==> src/rtl/keyed_record_table_defines.svh <==
// ----------------------------------------------------------------------------
// keyed_record_table_defines.svh
// assertion macros shared by the keyed record table
// ----------------------------------------------------------------------------
`ifndef KEYED_RECORD_TABLE_DEFINES_SVH
`define KEYED_RECORD_TABLE_DEFINES_SVH

// same-cycle implication, switched off while reset is high
`define KRT_ASSERT_NOW(label, clk, rst, ante, cons, msg) \
   label: assert property (@(posedge clk) disable iff (rst) (ante) |-> (cons)) \
      else $error(msg);

// next-cycle implication, switched off while reset is high
`define KRT_ASSERT_NEXT(label, clk, rst, ante, cons, msg) \
   label: assert property (@(posedge clk) disable iff (rst) (ante) |=> (cons)) \
      else $error(msg);

`endif

==> src/rtl/krt_pkg.sv <==
// ----------------------------------------------------------------------------
// krt_pkg
// types, codes and sizes shared by the keyed record table
// ----------------------------------------------------------------------------
`default_nettype none

package krt_pkg;

   localparam int KEY_W           = 16;
   localparam int COUNT_W         = 16;
   localparam int MAX_ENTRIES_DEF = 64;
   localparam int Q_DEPTH         = 2;

   // request codes as they arrive on the port
   localparam logic [1:0] REQ_INSERT = 2'd0;
   localparam logic [1:0] REQ_REMOVE = 2'd1;
   localparam logic [1:0] REQ_UPDATE = 2'd2;
   localparam logic [1:0] REQ_LOOKUP = 2'd3;

   typedef enum logic [1:0] {
      OP_INSERT = 2'd0,
      OP_REMOVE = 2'd1,
      OP_UPDATE = 2'd2,
      OP_LOOKUP = 2'd3
   } op_type;

   typedef enum logic [1:0] {
      ST_OK        = 2'd0,
      ST_PRESENT   = 2'd1,
      ST_NOT_FOUND = 2'd2,
      ST_FULL      = 2'd3
   } status_type;

   typedef enum logic [1:0] {
      ENG_IDLE  = 2'd0,
      ENG_SCAN  = 2'd1,
      ENG_EXEC  = 2'd2,
      ENG_SHIFT = 2'd3
   } eng_state_type;

   typedef struct packed {
      op_type             op;
      logic [KEY_W-1:0]   key;
      logic [COUNT_W-1:0] count;
   } cmd_type;

   typedef struct packed {
      logic [KEY_W-1:0]   key;
      logic [COUNT_W-1:0] count;
   } rec_type;

   typedef struct packed {
      status_type         status;
      logic [COUNT_W-1:0] count;
   } eng_rsp_type;

endpackage

`default_nettype wire

==> src/rtl/krt_fifo.sv <==
// ----------------------------------------------------------------------------
// krt_fifo
// small register queue that decouples two sides of the table
// ----------------------------------------------------------------------------
`default_nettype none

module krt_fifo #(
   parameter int DATA_W = 8
) (
   input  wire logic              clock,
   input  wire logic              reset,
   input  wire logic              push,
   output logic                   full,
   input  wire logic [DATA_W-1:0] push_data,
   input  wire logic              pop,
   output logic                   empty,
   output logic      [DATA_W-1:0] pop_data
);

   localparam int PW = (krt_pkg::Q_DEPTH > 1) ? $clog2(krt_pkg::Q_DEPTH) : 1;
   localparam int CW = $clog2(krt_pkg::Q_DEPTH + 1);

   logic [DATA_W-1:0] data_ff [krt_pkg::Q_DEPTH];
   logic [PW-1:0]     wr_ptr_ff, wr_ptr_in;
   logic [PW-1:0]     rd_ptr_ff, rd_ptr_in;
   logic [CW-1:0]     count_ff, count_in;
   logic              do_push;
   logic              do_pop;

   // status and head of queue
   assign full     = (count_ff == CW'(krt_pkg::Q_DEPTH));
   assign empty    = (count_ff == '0);
   assign pop_data = data_ff[rd_ptr_ff];
   assign do_push  = push && !full;
   assign do_pop   = pop && !empty;

   // pointer and fill count update
   always_comb begin
      wr_ptr_in = wr_ptr_ff;
      rd_ptr_in = rd_ptr_ff;
      count_in  = count_ff;
      if (do_push) begin
         wr_ptr_in = (wr_ptr_ff == PW'(krt_pkg::Q_DEPTH - 1)) ? '0 : wr_ptr_ff + PW'(1);
      end
      if (do_pop) begin
         rd_ptr_in = (rd_ptr_ff == PW'(krt_pkg::Q_DEPTH - 1)) ? '0 : rd_ptr_ff + PW'(1);
      end
      if (do_push && !do_pop) begin
         count_in = count_ff + CW'(1);
      end else if (do_pop && !do_push) begin
         count_in = count_ff - CW'(1);
      end
   end

   // control registers
   always_ff @(posedge clock) begin
      if (reset) begin
         wr_ptr_ff <= '0;
         rd_ptr_ff <= '0;
         count_ff  <= '0;
      end else begin
         wr_ptr_ff <= wr_ptr_in;
         rd_ptr_ff <= rd_ptr_in;
         count_ff  <= count_in;
      end
   end

   // payload storage
   always_ff @(posedge clock) begin
      if (do_push) begin
         data_ff[wr_ptr_ff] <= push_data;
      end
   end

endmodule

`default_nettype wire

==> src/rtl/krt_front.sv <==
// ----------------------------------------------------------------------------
// krt_front
// request intake: decodes the request kind and queues the command
// ----------------------------------------------------------------------------
`default_nettype none

module krt_front (
   input  wire logic                          clock,
   input  wire logic                          reset,
   input  wire logic                          push,
   output logic                               full,
   input  wire logic [1:0]                    req_type,
   input  wire logic [krt_pkg::KEY_W-1:0]     req_key,
   input  wire logic [krt_pkg::COUNT_W-1:0]   req_count_value,
   output logic                               cmd_valid,
   output krt_pkg::cmd_type                   cmd,
   input  wire logic                          cmd_take
);

   localparam int CMD_W = $bits(krt_pkg::cmd_type);

   krt_pkg::cmd_type  cmd_dec;
   logic [CMD_W-1:0]  q_data;
   logic              q_empty;

   // classify the request kind
   always_comb begin
      cmd_dec.key   = req_key;
      cmd_dec.count = req_count_value;
      case (req_type)
         krt_pkg::REQ_INSERT: cmd_dec.op = krt_pkg::OP_INSERT;
         krt_pkg::REQ_REMOVE: cmd_dec.op = krt_pkg::OP_REMOVE;
         krt_pkg::REQ_UPDATE: cmd_dec.op = krt_pkg::OP_UPDATE;
         krt_pkg::REQ_LOOKUP: cmd_dec.op = krt_pkg::OP_LOOKUP;
         default:             cmd_dec.op = krt_pkg::OP_LOOKUP;
      endcase
   end

   // command queue towards the engine
   krt_fifo #(
      .DATA_W (CMD_W)
   ) u_cmd_q (
      .clock     (clock),
      .reset     (reset),
      .push      (push),
      .full      (full),
      .push_data (CMD_W'(cmd_dec)),
      .pop       (cmd_take),
      .empty     (q_empty),
      .pop_data  (q_data)
   );

   assign cmd_valid = !q_empty;
   assign cmd       = krt_pkg::cmd_type'(q_data);

endmodule

`default_nettype wire

==> src/rtl/krt_engine.sv <==
// ----------------------------------------------------------------------------
// krt_engine
// back end: record memory, key scan, insert, update, lookup and remove with shift
// ----------------------------------------------------------------------------
`default_nettype none

`include "keyed_record_table_defines.svh"

module krt_engine #(
   parameter int MAX_ENTRIES = krt_pkg::MAX_ENTRIES_DEF
) (
   input  wire logic                                  clock,
   input  wire logic                                  reset,
   input  wire logic                                  cmd_valid,
   input  wire krt_pkg::cmd_type                      cmd,
   output logic                                       cmd_take,
   input  wire logic                                  rsp_full,
   output logic                                       rsp_push,
   output krt_pkg::eng_rsp_type                       rsp,
   output logic [$clog2(MAX_ENTRIES + 1)-1:0]         rsp_fill
);

   localparam int AW = $clog2(MAX_ENTRIES);
   localparam int CW = $clog2(MAX_ENTRIES + 1);

   krt_pkg::rec_type                 rec_mem_ff [MAX_ENTRIES];
   krt_pkg::rec_type                 rd_data_ff;
   krt_pkg::eng_state_type           state_ff, state_in;
   krt_pkg::cmd_type                 cmd_ff, cmd_in;
   logic [CW-1:0]                    fill_ff, fill_in;
   logic [CW-1:0]                    idx_ff, idx_in;
   logic                             pend_ff, pend_in;
   logic [AW-1:0]                    cmp_idx_ff, cmp_idx_in;
   logic                             hit_ff, hit_in;
   logic [AW-1:0]                    pos_ff, pos_in;
   logic [krt_pkg::COUNT_W-1:0]      hit_count_ff, hit_count_in;

   logic                             issue;
   logic                             hit_now;
   logic [AW-1:0]                    rd_addr;
   logic                             wr_en;
   logic [AW-1:0]                    wr_addr;
   krt_pkg::rec_type                 wr_data;

   assign issue   = (idx_ff < fill_ff);
   assign hit_now = pend_ff && (rd_data_ff.key == cmd_ff.key);
   assign rd_addr = idx_ff[AW-1:0];

   // sequencer: scan one record a cycle, then act on the result
   always_comb begin
      state_in     = state_ff;
      cmd_in       = cmd_ff;
      fill_in      = fill_ff;
      idx_in       = idx_ff;
      pend_in      = pend_ff;
      cmp_idx_in   = cmp_idx_ff;
      hit_in       = hit_ff;
      pos_in       = pos_ff;
      hit_count_in = hit_count_ff;
      cmd_take     = 1'b0;
      rsp_push     = 1'b0;
      rsp.status   = krt_pkg::ST_OK;
      rsp.count    = '0;
      wr_en        = 1'b0;
      wr_addr      = pos_ff;
      wr_data.key  = cmd_ff.key;
      wr_data.count = cmd_ff.count;

      case (state_ff)
         krt_pkg::ENG_IDLE: begin
            // take a command only when its result has room
            if (cmd_valid && !rsp_full) begin
               cmd_take = 1'b1;
               cmd_in   = cmd;
               idx_in   = '0;
               pend_in  = 1'b0;
               state_in = krt_pkg::ENG_SCAN;
            end
         end

         krt_pkg::ENG_SCAN: begin
            if (hit_now) begin
               hit_in       = 1'b1;
               pos_in       = cmp_idx_ff;
               hit_count_in = rd_data_ff.count;
               state_in     = krt_pkg::ENG_EXEC;
            end else if (issue) begin
               idx_in     = idx_ff + CW'(1);
               pend_in    = 1'b1;
               cmp_idx_in = idx_ff[AW-1:0];
            end else begin
               hit_in   = 1'b0;
               state_in = krt_pkg::ENG_EXEC;
            end
         end

         krt_pkg::ENG_EXEC: begin
            rsp_push = 1'b1;
            state_in = krt_pkg::ENG_IDLE;
            if (cmd_ff.op == krt_pkg::OP_INSERT) begin
               if (hit_ff) begin
                  rsp.status = krt_pkg::ST_PRESENT;
                  rsp.count  = hit_count_ff;
               end else if (fill_ff == CW'(MAX_ENTRIES)) begin
                  rsp.status = krt_pkg::ST_FULL;
               end else begin
                  wr_en     = 1'b1;
                  wr_addr   = fill_ff[AW-1:0];
                  fill_in   = fill_ff + CW'(1);
                  rsp.count = cmd_ff.count;
               end
            end else if (!hit_ff) begin
               rsp.status = krt_pkg::ST_NOT_FOUND;
            end else if (cmd_ff.op == krt_pkg::OP_UPDATE) begin
               wr_en     = 1'b1;
               rsp.count = cmd_ff.count;
            end else if (cmd_ff.op == krt_pkg::OP_LOOKUP) begin
               rsp.count = hit_count_ff;
            end else begin
               // remove: close the gap before answering
               rsp_push = 1'b0;
               idx_in   = CW'(pos_ff) + CW'(1);
               pend_in  = 1'b0;
               state_in = krt_pkg::ENG_SHIFT;
            end
         end

         krt_pkg::ENG_SHIFT: begin
            // read one place ahead, write the record read last cycle
            if (pend_ff) begin
               wr_en   = 1'b1;
               wr_data = rd_data_ff;
               pos_in  = pos_ff + AW'(1);
            end
            pend_in = issue;
            if (issue) begin
               idx_in = idx_ff + CW'(1);
            end else if (!pend_ff) begin
               fill_in  = fill_ff - CW'(1);
               rsp_push = 1'b1;
               state_in = krt_pkg::ENG_IDLE;
            end
         end

         default: begin
            state_in = krt_pkg::ENG_IDLE;
         end
      endcase
   end

   assign rsp_fill = fill_in;

   // control registers
   always_ff @(posedge clock) begin
      if (reset) begin
         state_ff <= krt_pkg::ENG_IDLE;
         fill_ff  <= '0;
         pend_ff  <= 1'b0;
      end else begin
         state_ff <= state_in;
         fill_ff  <= fill_in;
         pend_ff  <= pend_in;
      end
   end

   // working registers
   always_ff @(posedge clock) begin
      cmd_ff       <= cmd_in;
      idx_ff       <= idx_in;
      cmp_idx_ff   <= cmp_idx_in;
      hit_ff       <= hit_in;
      pos_ff       <= pos_in;
      hit_count_ff <= hit_count_in;
   end

   // record memory, one write and one registered read per cycle
   always_ff @(posedge clock) begin
      if (wr_en) begin
         rec_mem_ff[wr_addr] <= wr_data;
      end
      rd_data_ff <= rec_mem_ff[rd_addr];
   end

   // checks
   `KRT_ASSERT_NOW(a_fill_bound, clock, reset, 1'b1, fill_ff <= CW'(MAX_ENTRIES), "fill over capacity")
   `KRT_ASSERT_NOW(a_push_room, clock, reset, rsp_push, !rsp_full, "result pushed into full queue")
   `KRT_ASSERT_NEXT(a_take_scan, clock, reset, cmd_take, state_ff == krt_pkg::ENG_SCAN, "no scan after take")
   `KRT_ASSERT_NOW(a_full_status, clock, reset, rsp_push && (rsp.status == krt_pkg::ST_FULL), fill_ff == CW'(MAX_ENTRIES), "full status below capacity")

endmodule

`default_nettype wire

==> src/rtl/keyed_record_table.sv <==
// ----------------------------------------------------------------------------
// keyed_record_table
// packed table of keyed records with insert, remove, update and lookup
// ----------------------------------------------------------------------------
//
//   channel    direction   handshake       payload
//   request    in          push / full     req_type, req_key, req_count_value
//   response   out         pop / empty     rsp_status, rsp_count_out,
//                                          rsp_entries_held
//
// one request is worked on at a time; the key scan reads the record memory, with its
// one read and one write port, one place a cycle up to and including a match (all held
// records on a miss); a successful remove adds a shift pass that moves each later record
// down one place, again one place a cycle through the memory ports
// reset clears the queues and the fill level; records need no clearing pass
// two-entry queues on both sides let requests and responses stall independently
//
`default_nettype none

module keyed_record_table #(
   parameter int MAX_ENTRIES = krt_pkg::MAX_ENTRIES_DEF
) (
   input  wire logic                                  clock,
   input  wire logic                                  reset,
   input  wire logic                                  push,
   output logic                                       full,
   input  wire logic [1:0]                            req_type,
   input  wire logic [krt_pkg::KEY_W-1:0]             req_key,
   input  wire logic [krt_pkg::COUNT_W-1:0]           req_count_value,
   output logic                                       empty,
   input  wire logic                                  pop,
   output logic [1:0]                                 rsp_status,
   output logic [krt_pkg::COUNT_W-1:0]                rsp_count_out,
   output logic [$clog2(MAX_ENTRIES + 1)-1:0]         rsp_entries_held
);

   localparam int CW    = $clog2(MAX_ENTRIES + 1);
   localparam int RSP_W = $bits(krt_pkg::eng_rsp_type) + CW;

   logic                    cmd_valid;
   krt_pkg::cmd_type        cmd;
   logic                    cmd_take;
   logic                    rsp_full;
   logic                    rsp_push;
   krt_pkg::eng_rsp_type    eng_rsp;
   logic [CW-1:0]           eng_fill;
   logic [RSP_W-1:0]        rsp_data;
   krt_pkg::eng_rsp_type    head_rsp;

   // request intake
   krt_front u_front (
      .clock           (clock),
      .reset           (reset),
      .push            (push),
      .full            (full),
      .req_type        (req_type),
      .req_key         (req_key),
      .req_count_value (req_count_value),
      .cmd_valid       (cmd_valid),
      .cmd             (cmd),
      .cmd_take        (cmd_take)
   );

   // table engine
   krt_engine #(
      .MAX_ENTRIES (MAX_ENTRIES)
   ) u_engine (
      .clock     (clock),
      .reset     (reset),
      .cmd_valid (cmd_valid),
      .cmd       (cmd),
      .cmd_take  (cmd_take),
      .rsp_full  (rsp_full),
      .rsp_push  (rsp_push),
      .rsp       (eng_rsp),
      .rsp_fill  (eng_fill)
   );

   // response queue
   krt_fifo #(
      .DATA_W (RSP_W)
   ) u_rsp_q (
      .clock     (clock),
      .reset     (reset),
      .push      (rsp_push),
      .full      (rsp_full),
      .push_data ({eng_rsp, eng_fill}),
      .pop       (pop),
      .empty     (empty),
      .pop_data  (rsp_data)
   );

   // unpack the head response
   assign head_rsp         = krt_pkg::eng_rsp_type'(rsp_data[RSP_W-1:CW]);
   assign rsp_status       = 2'(head_rsp.status);
   assign rsp_count_out    = head_rsp.count;
   assign rsp_entries_held = rsp_data[CW-1:0];

endmodule

`default_nettype wire
==> config.mk <==
export PLATFORM = sky130hd
export DESIGN_NAME = keyed_record_table
export DESIGN_NICKNAME = d
export VERILOG_FILES = /design/src/rtl/krt_pkg.sv /design/src/rtl/krt_fifo.sv /design/src/rtl/krt_front.sv /design/src/rtl/krt_engine.sv /design/src/rtl/keyed_record_table.sv
export VERILOG_INCLUDE_DIRS = /design/src /design/src/rtl
export SDC_FILE = /design/constraint.sdc
export NUM_CORES = 2
export LEC_CHECK = 0
export BUFFER_PORTS_ARGS = -buffer_cell sky130_fd_sc_hd__buf_2
export CAP_MARGIN = 20
export CORE_AREA = 2 2 422 424
export DETAILED_ROUTE_END_ITERATION = 6
export DIE_AREA = 0 0 424 426
export HOLD_SLACK_MARGIN = 0.15
export MAX_ROUTING_LAYER = met4
export PLACE_DENSITY = 0.72
export SLEW_MARGIN = 0
export SYNTH_ARGS = -nofsm -noshare
export SYNTH_HDL_FRONTEND = slang
export SYNTH_HIERARCHICAL = 1
export SYNTH_SLANG_ARGS = --single-unit
export TNS_END_PERCENT = 50
==> constraint.sdc <==
create_clock -name clock -period 8.5 [get_ports clock]
set_clock_uncertainty 0.1 [all_clocks]
set_input_delay 0.425 -clock clock [delete_from_list [all_inputs] [get_ports clock]]
set_output_delay 0.425 -clock clock [all_outputs]
set_load 0.02 [all_outputs]
=== Yosys cells after proc, flatten, opt, wreduce, memory -nomap -nowiden ===
Memory sizes are Yosys's and may differ from the RTL's. A register that Yosys moved wholly into a read port is not among the register bits.
Index checks and enable logic that the tools add are counted.

* Add/sub/neg operators: 13
* Magnitude comparators: 1
* Eq/ne operators: 25
* Mux-type cells: 84
* Bitwise logic cells: 1
* Reduce and logical (&&, ||, !) cells: 34

{| class="wikitable"
|+ Operators with widths
! operator !! number
|-
| 7-bit two-way mux || 12
|-
| 16-bit two-way mux || 4
|-
| 32-bit two-way mux || 2
|-
| 18-bit two-way mux || 3
|-
| 6-bit two-way mux || 6
|-
| 1-bit two-way mux || 34
|-
| 2-bit two-way mux || 15
|-
| 7-bit case mux with 4 select lines || 1
|-
| 16-bit equality test || 1
|-
| 2-bit equality test, second input constant || 8
|-
| 2-bit case mux with 4 select lines || 2
|-
| 7-bit by 1-bit adder with 7-bit output, second input constant || 2
|-
| 2-bit inequality test, second input constant || 7
|-
| 7-bit case mux with 2 select lines || 1
|-
| 6-bit case mux with 2 select lines || 1
|-
| 1-bit logical AND || 10
|-
| 2-bit zero test || 5
|-
| 2-bit by 1-bit inequality test with 1-bit output, second input constant || 5
|-
| 1-bit zero test || 8
|-
| 6-bit by 1-bit adder with 7-bit output, second input constant || 1
|-
| 7-bit equality test, second input constant || 1
|-
| 7-bit less-than comparator || 1
|-
| 7-bit AND reduction || 1
|-
| 7-bit by 1-bit subtractor with 7-bit output, second input constant || 1
|-
| other kinds (14) || 26
|}

* Bits in registers: 54
* RAM bits: 2166
* Memories: 3

{| class="wikitable"
|+ Memory list
! memory !! depth !! width !! read ports !! clocked after memory_dff !! write ports !! line !! text
|-
| u_engine.rec_mem_ff || 64 || 32 || 1 || 1 || 1 || krt_engine.sv:26 || <nowiki>krt_pkg::rec_type rec_mem_ff [MAX_ENTRIES];</nowiki>
|-
| u_front.u_cmd_q.data_ff || 2 || 34 || 1 || 1 || 1 || krt_fifo.sv:23 || <nowiki>logic [DATA_W-1:0] data_ff [krt_pkg::Q_DEPTH];</nowiki>
|-
| u_rsp_q.data_ff || 2 || 25 || 1 || 1 || 1 || krt_fifo.sv:23 ||
|}

=== Depth between registers and ports, before layout ===
* Word-level depth: 11
* Mapped depth: 16
* Depth with buffers taken out: 14

=== Hierarchy ===
The synthesis kept the hierarchy.

{| class="wikitable"
|+ Modules (own cells, without submodules)
! module !! times used !! cells an instance !! area an instance (um^2) !! sequential area each (um^2)
|-
| krt_engine || 1 || 3610 || 83058.4 || 64441.8
|-
| krt_fifo (u_front.u_cmd_q) || 1 || 131 || 2662.6 || 2142.1
|-
| krt_fifo (u_rsp_q) || 1 || 103 || 2018.2 || 1601.5
|-
| krt_front || 1 || 3 || 11.3 || 0.0
|}

=== Worst setup path after synthesis ===
Ideal clock, no wire load.

* Path type: register to register
* Start: reg u_engine.state_ff[0]
* End: reg u_front.u_cmd_q.count_ff[1]
* Arrival time: 4.918 ns
* Required time: 8.330 ns
* Path slack: 3.413 ns
* Cell stages (with the launch flop): 9
* Buffers on the path: 3
* Clock period less this slack: 5.087 ns
* Cell sequence: dfxtp_1 > clkbuf_1 > clkbuf_1 > clkbuf_1 > nor3_1 > o21ai_0 > ha_1 > or3_1 > a21oi_1

* Cells in the longest elaborated chain, start to end: 6
* Elaborated cells between the ends (all ways): 8
* Classes of those cells: 2 x mux; 6 x reduce/logical

{| class="wikitable"
|+ Ends and longest elaborated chain
! what !! line !! text
|-
| from (decl) || krt_engine.sv:28 || <nowiki>krt_pkg::eng_state_type state_ff, state_in;</nowiki>
|-
| from (signal assigned) || krt_engine.sv:156 || <nowiki>state_ff <= krt_pkg::ENG_IDLE;</nowiki>
|-
| from (signal assigned) || krt_engine.sv:160 || <nowiki>state_ff <= state_in;</nowiki>
|-
| 2-bit zero test (*) || krt_engine.sv:69 || <nowiki>case (state_ff)</nowiki>
|-
| 1-bit two-way mux (*) || krt_engine.sv:69 ||
|-
| named net cmd_take || keyed_record_table.sv:42 || <nowiki>logic cmd_take;</nowiki>
|-
| 1-bit logical AND (*) || krt_fifo.sv:35 || <nowiki>assign do_pop = pop && !empty;</nowiki>
|-
| 1-bit zero test || krt_fifo.sv:48 || <nowiki>if (do_push && !do_pop) begin</nowiki>
|-
| 1-bit logical AND || krt_fifo.sv:48 ||
|-
| 2-bit two-way mux or 2-bit nonzero test (tied branches) || n/a ||
|-
| to (signal assigned) || krt_fifo.sv:64 || <nowiki>count_ff <= count_in;</nowiki>
|-
| to (decl) || krt_fifo.sv:26 || <nowiki>logic [CW-1:0] count_ff, count_in;</nowiki>
|}

Mark *: on every way through the listed nets, which the timed path passes. The rest lies on a longest branch.
A chain may end at the register's enable or synchronous reset.

=== Worst setup path after layout ===
* Start: reg u_engine.state_ff[0]
* End: mem u_engine/rec_mem_ff[18][1] (netlist name), enable pin

* Cells in the longest elaborated chain, start to end: 4
* Elaborated cells between the ends (all ways): 6
* Classes of those cells: 2 x eq/ne; 4 x mux

{| class="wikitable"
|+ Ends and longest elaborated chain
! what !! line !! text
|-
| 2-bit equality test || krt_engine.sv:69 ||
|-
| 1-bit case mux with 2 select lines || krt_engine.sv:69 ||
|-
| 1-bit two-way mux || krt_engine.sv:178 || <nowiki>if (wr_en) begin</nowiki>
|-
| 1-bit two-way mux (implied by the code) || krt_engine.sv:179 || <nowiki>rec_mem_ff[wr_addr] <= wr_data;</nowiki>
|-
| to (decl) || krt_engine.sv:26 ||
|}

Parallel ways exist; a longest one is shown, timed or not.

==> results.ini <==
[die]
dieArea_um2 = 181000
num_rows = 154
coreArea_um2 = 176000
start_util_pct = 49.9
die_h_um = 426
die_w_um = 424
pin_count = 65

[sta]
period_needed_ns = 5.10
hold_viol_final = 0
worst_pin_slew_ns = 1.23
finalCritPeriodShare_pct = 60.0
rsz0062_at_grt = false
finalSetupViolations = 0
slew_headroom_pct = 18.1
setup_ws_ns = 3.40
hold_ws_ns = 0.215
fmaxAchievable_mhz = 196
tns_ns = 0
drv_slew = 0

[power_and_ir_drop]
p_int_mw = 23.0
p_sw_share_pct = 32.9
switching_power_mw = 11.3
power_density_nw_per_um2 = 348
pwr-share-clk_pct = 26.8
ir_worst_vdd_v = 0.000290
pwr-share-comb_pct = 30.6
seq_power_share_pct = 42.6
leakage_nw = 30.2

[drt]
viasPerCell = 6.44
wl_per_cell_um = 32.9
antenna_left = 0
drc = 0
drt_pre_antenna_iters = 6
wl_mm = 215
vias = 42100
drt_iter0_drc = 6935

[clock_network]
ctsLongestPathBuffers = 3
path_clk_slew_ns = 0.06
clock_sinks = 2288
htreeDepth = 4
cts_root_buffer = clkbuf_16
cts_tree = yes
post_cts_buffers = 0
cts_buffers = 214
worstSkewPairLatency_ns = 0.84

[worst_setup_path]
worstSetupPathType = flip-flop to flip-flop
r2r-end = u_engine/rec_mem_ff[18][1]$_DFFE_PP_
endpoint_kind = flip-flop
cp_slowest_cell = nor2_4
r2r_cells = 6
required_ns = 8.83
cp.arrival_ns = 5.43
startpoint_type = flip-flop
cpLargestDelayFamily = simple AND/OR/NAND/NOR gates
r2r-start = u_engine/state_ff[0]$_SDFFE_PP0P_
critPathBufInv = 0
critPathMaxFanout = 32
rrSetupSlack_ns = 3.40
max_stage_delay_ns = 1.13
crit_chain = nand2b_1 -> nor2_1 -> a22oi_1 -> a21boi_1 -> nand2_1 -> nor2_4

[global_routing]
grt-ovfl-total = 0
antenna_found_initial = 14
grt_max_degree = 135
grt_pass1_wl_mm = 303
grt_pass1_vias = 39900
grt_use_total_pct = 24.6

[synthesis]
synth_warnings = 6
yosys.area.top_type = edfxtp_1
netlist.area_leader.share_pct = 76.5
syn_inst = 3847
netlist_area_um2 = 87800
async_flop_share_pct = 0
synth_fp_nets = 3897
seq_area_frac_synth_pct = 77.7
synth_area_leaders = edfxtp_1 (77%), mux4_2 (15%), mux2_2 (1.3%)
synth_edf_count = 2236
synth_cell_types = 61
synth.avg_cell_area_um2 = 22.8
synth-seq-cells = 2288
synthFlopType = edfxtp_1

[layout]
syn_to_final_growth_pct = 12.0
fin_nets = 4062
layout-drive-gt1-share_pct = 28.2
layout_commonest_cell = edfxtp_1
num-fill-cells = 12500
final_cell_mix = edfxtp_1 (2236), mux4_2 (597), clkbuf_16 (216)
post-route-util_pct = 55.9

[place]
portBuffers = 64
dp_slack_ns = 3.58
gp_congestion = 0.933
hpwl_mm = 125

[worst_hold_path]
holdPathStages = 2
min_path_type = primary input to flip-flop
hold_path_end = u_front/u_cmd_q/data_ff[1][27]$_DFFE_PP_
hold_start = req_key[11]

[run]
drv_cap = 0

[status]
status = finished, final reports clean

routing by layer:
layer | GRT usage (%) | wire [um] | part of all wire (%)
met1 | 36.6 | 84800 | 39
met4 | 7.26 | 6960 | 3.2
met5 | - | 0 | 0
met2 | 34.3 | 95400 | 44
met3 | 5.42 | 27900 | 13
through the flow:
stage | std cells | power, mW | instance area (um2)
CTS | 6520 | 34.2 | 98200
global route | 6530 | 35.1 | 98300
floorplan | 3847 | 20.7 | 87800
finish | 6532 | 34.3 | 98300
detailed placement | 6092 | 25.1 | 91100
global placement | 6088 | 24.9 | 91000
state kept, by name (all words and copies together), names as in the netlist, 6 cells and up, named ones only:
name	flops
u_engine/cmd_ff	34
u_engine/cmp_idx_ff	6
u_engine/fill_ff	7
u_engine/hit_count_ff	16
u_engine/idx_ff	7
u_engine/pos_ff	6
u_engine/rd_data_ff	32
u_engine/rec_mem_ff	2048
u_front/u_cmd_q/data_ff	68
u_rsp_q/data_ff	50
cells by family after synthesis:
kind of cell / share of synthesized area [%]
compound gates: 1.71
xor+xnor: 0.389
mux: 17.2
simple gates: 1.64
buf+inv: 1.18
fa+ha+maj: 0.171
flops: 77.7
power by group through the flow:
stage | Clock [mW] | Combinational (mW) | Sequential, mW
3_5_place_dp | 0 | 10.3 | 14.8
3_3_place_gp | 0 | 10.1 | 14.8
2_1_floorplan | 0 | 6.25 | 14.5
5_1_grt | 9.75 | 10.8 | 14.6
6_report | 9.20 | 10.5 | 14.6
4_1_cts | 9.31 | 10.4 | 14.6
worst max-delay path by stage:
| stage | start | cells after the start | slack [ns] | endpoint |
|---|---|---|---|---|
| floorplan | u_engine/state_ff[0]$_SDFFE_PP0P_ | 8 | 3.41 | u_front/u_cmd_q/count_ff[1]$_SDFFE_PP0P_ |
| global placement | u_engine/state_ff[0]$_SDFFE_PP0P_ | 6 | 3.71 | u_engine/rec_mem_ff[11][6]$_DFFE_PP_ |
| detailed placement | u_engine/state_ff[0]$_SDFFE_PP0P_ | 6 | 3.58 | u_engine/rec_mem_ff[58][29]$_DFFE_PP_ |
| CTS | u_engine/state_ff[0]$_SDFFE_PP0P_ | 6 | 3.55 | u_engine/rec_mem_ff[9][6]$_DFFE_PP_ |
| global route | u_engine/state_ff[0]$_SDFFE_PP0P_ | 6 | 3.15 | u_engine/rec_mem_ff[9][6]$_DFFE_PP_ |
| finish | u_engine/state_ff[0]$_SDFFE_PP0P_ | 6 | 3.40 | u_engine/rec_mem_ff[18][1]$_DFFE_PP_ |
synthesized netlist by cell type, types with 7 or more instances:
cell type and n:
dfxtp_1 52, o22ai_1 60, clkbuf_1 97, a22oi_1 38
a21oi_1 26, buf_1 24, edfxtp_1 2236, nor2b_1 24
nor3_1 18, xnor2_1 27, nor2_1 130, nand2b_1 12
a31oi_1 7, mux2_2 102, buf_2 54, buf_6 11
nand2_1 67, and2_1 7, mux4_2 597, or3_1 8
xor2_1 12, a22o_1 14, ha_1 12, nand3_1 21
buf_4 16, inv_1 18, a211oi_1 13, o21ai_0 37
nand4_1 8, mux2i_1 49
timing repair:
action                                  in CTS  in global routing
hold buffers                                38                  0
endpoints found under the hold margin       89                  0
gates resized for setup                      0                  0
endpoints found under the setup margin       0                  0
final cells by class:
class,count,area (um2),area share (%)
Clock inverter,109,968,0.985
Tap cell,2340,2930,2.98
Multi-Input combinational cell,1339,19100,19.5
Sequential cell,2288,68200,69.4
Antenna cell,6,15.0,0.0153
Timing Repair Buffer,151,1290,1.31
Inverter,18,67.6,0.0687
Clock buffer,281,5740,5.84
(Power assumes the default switching activity.)
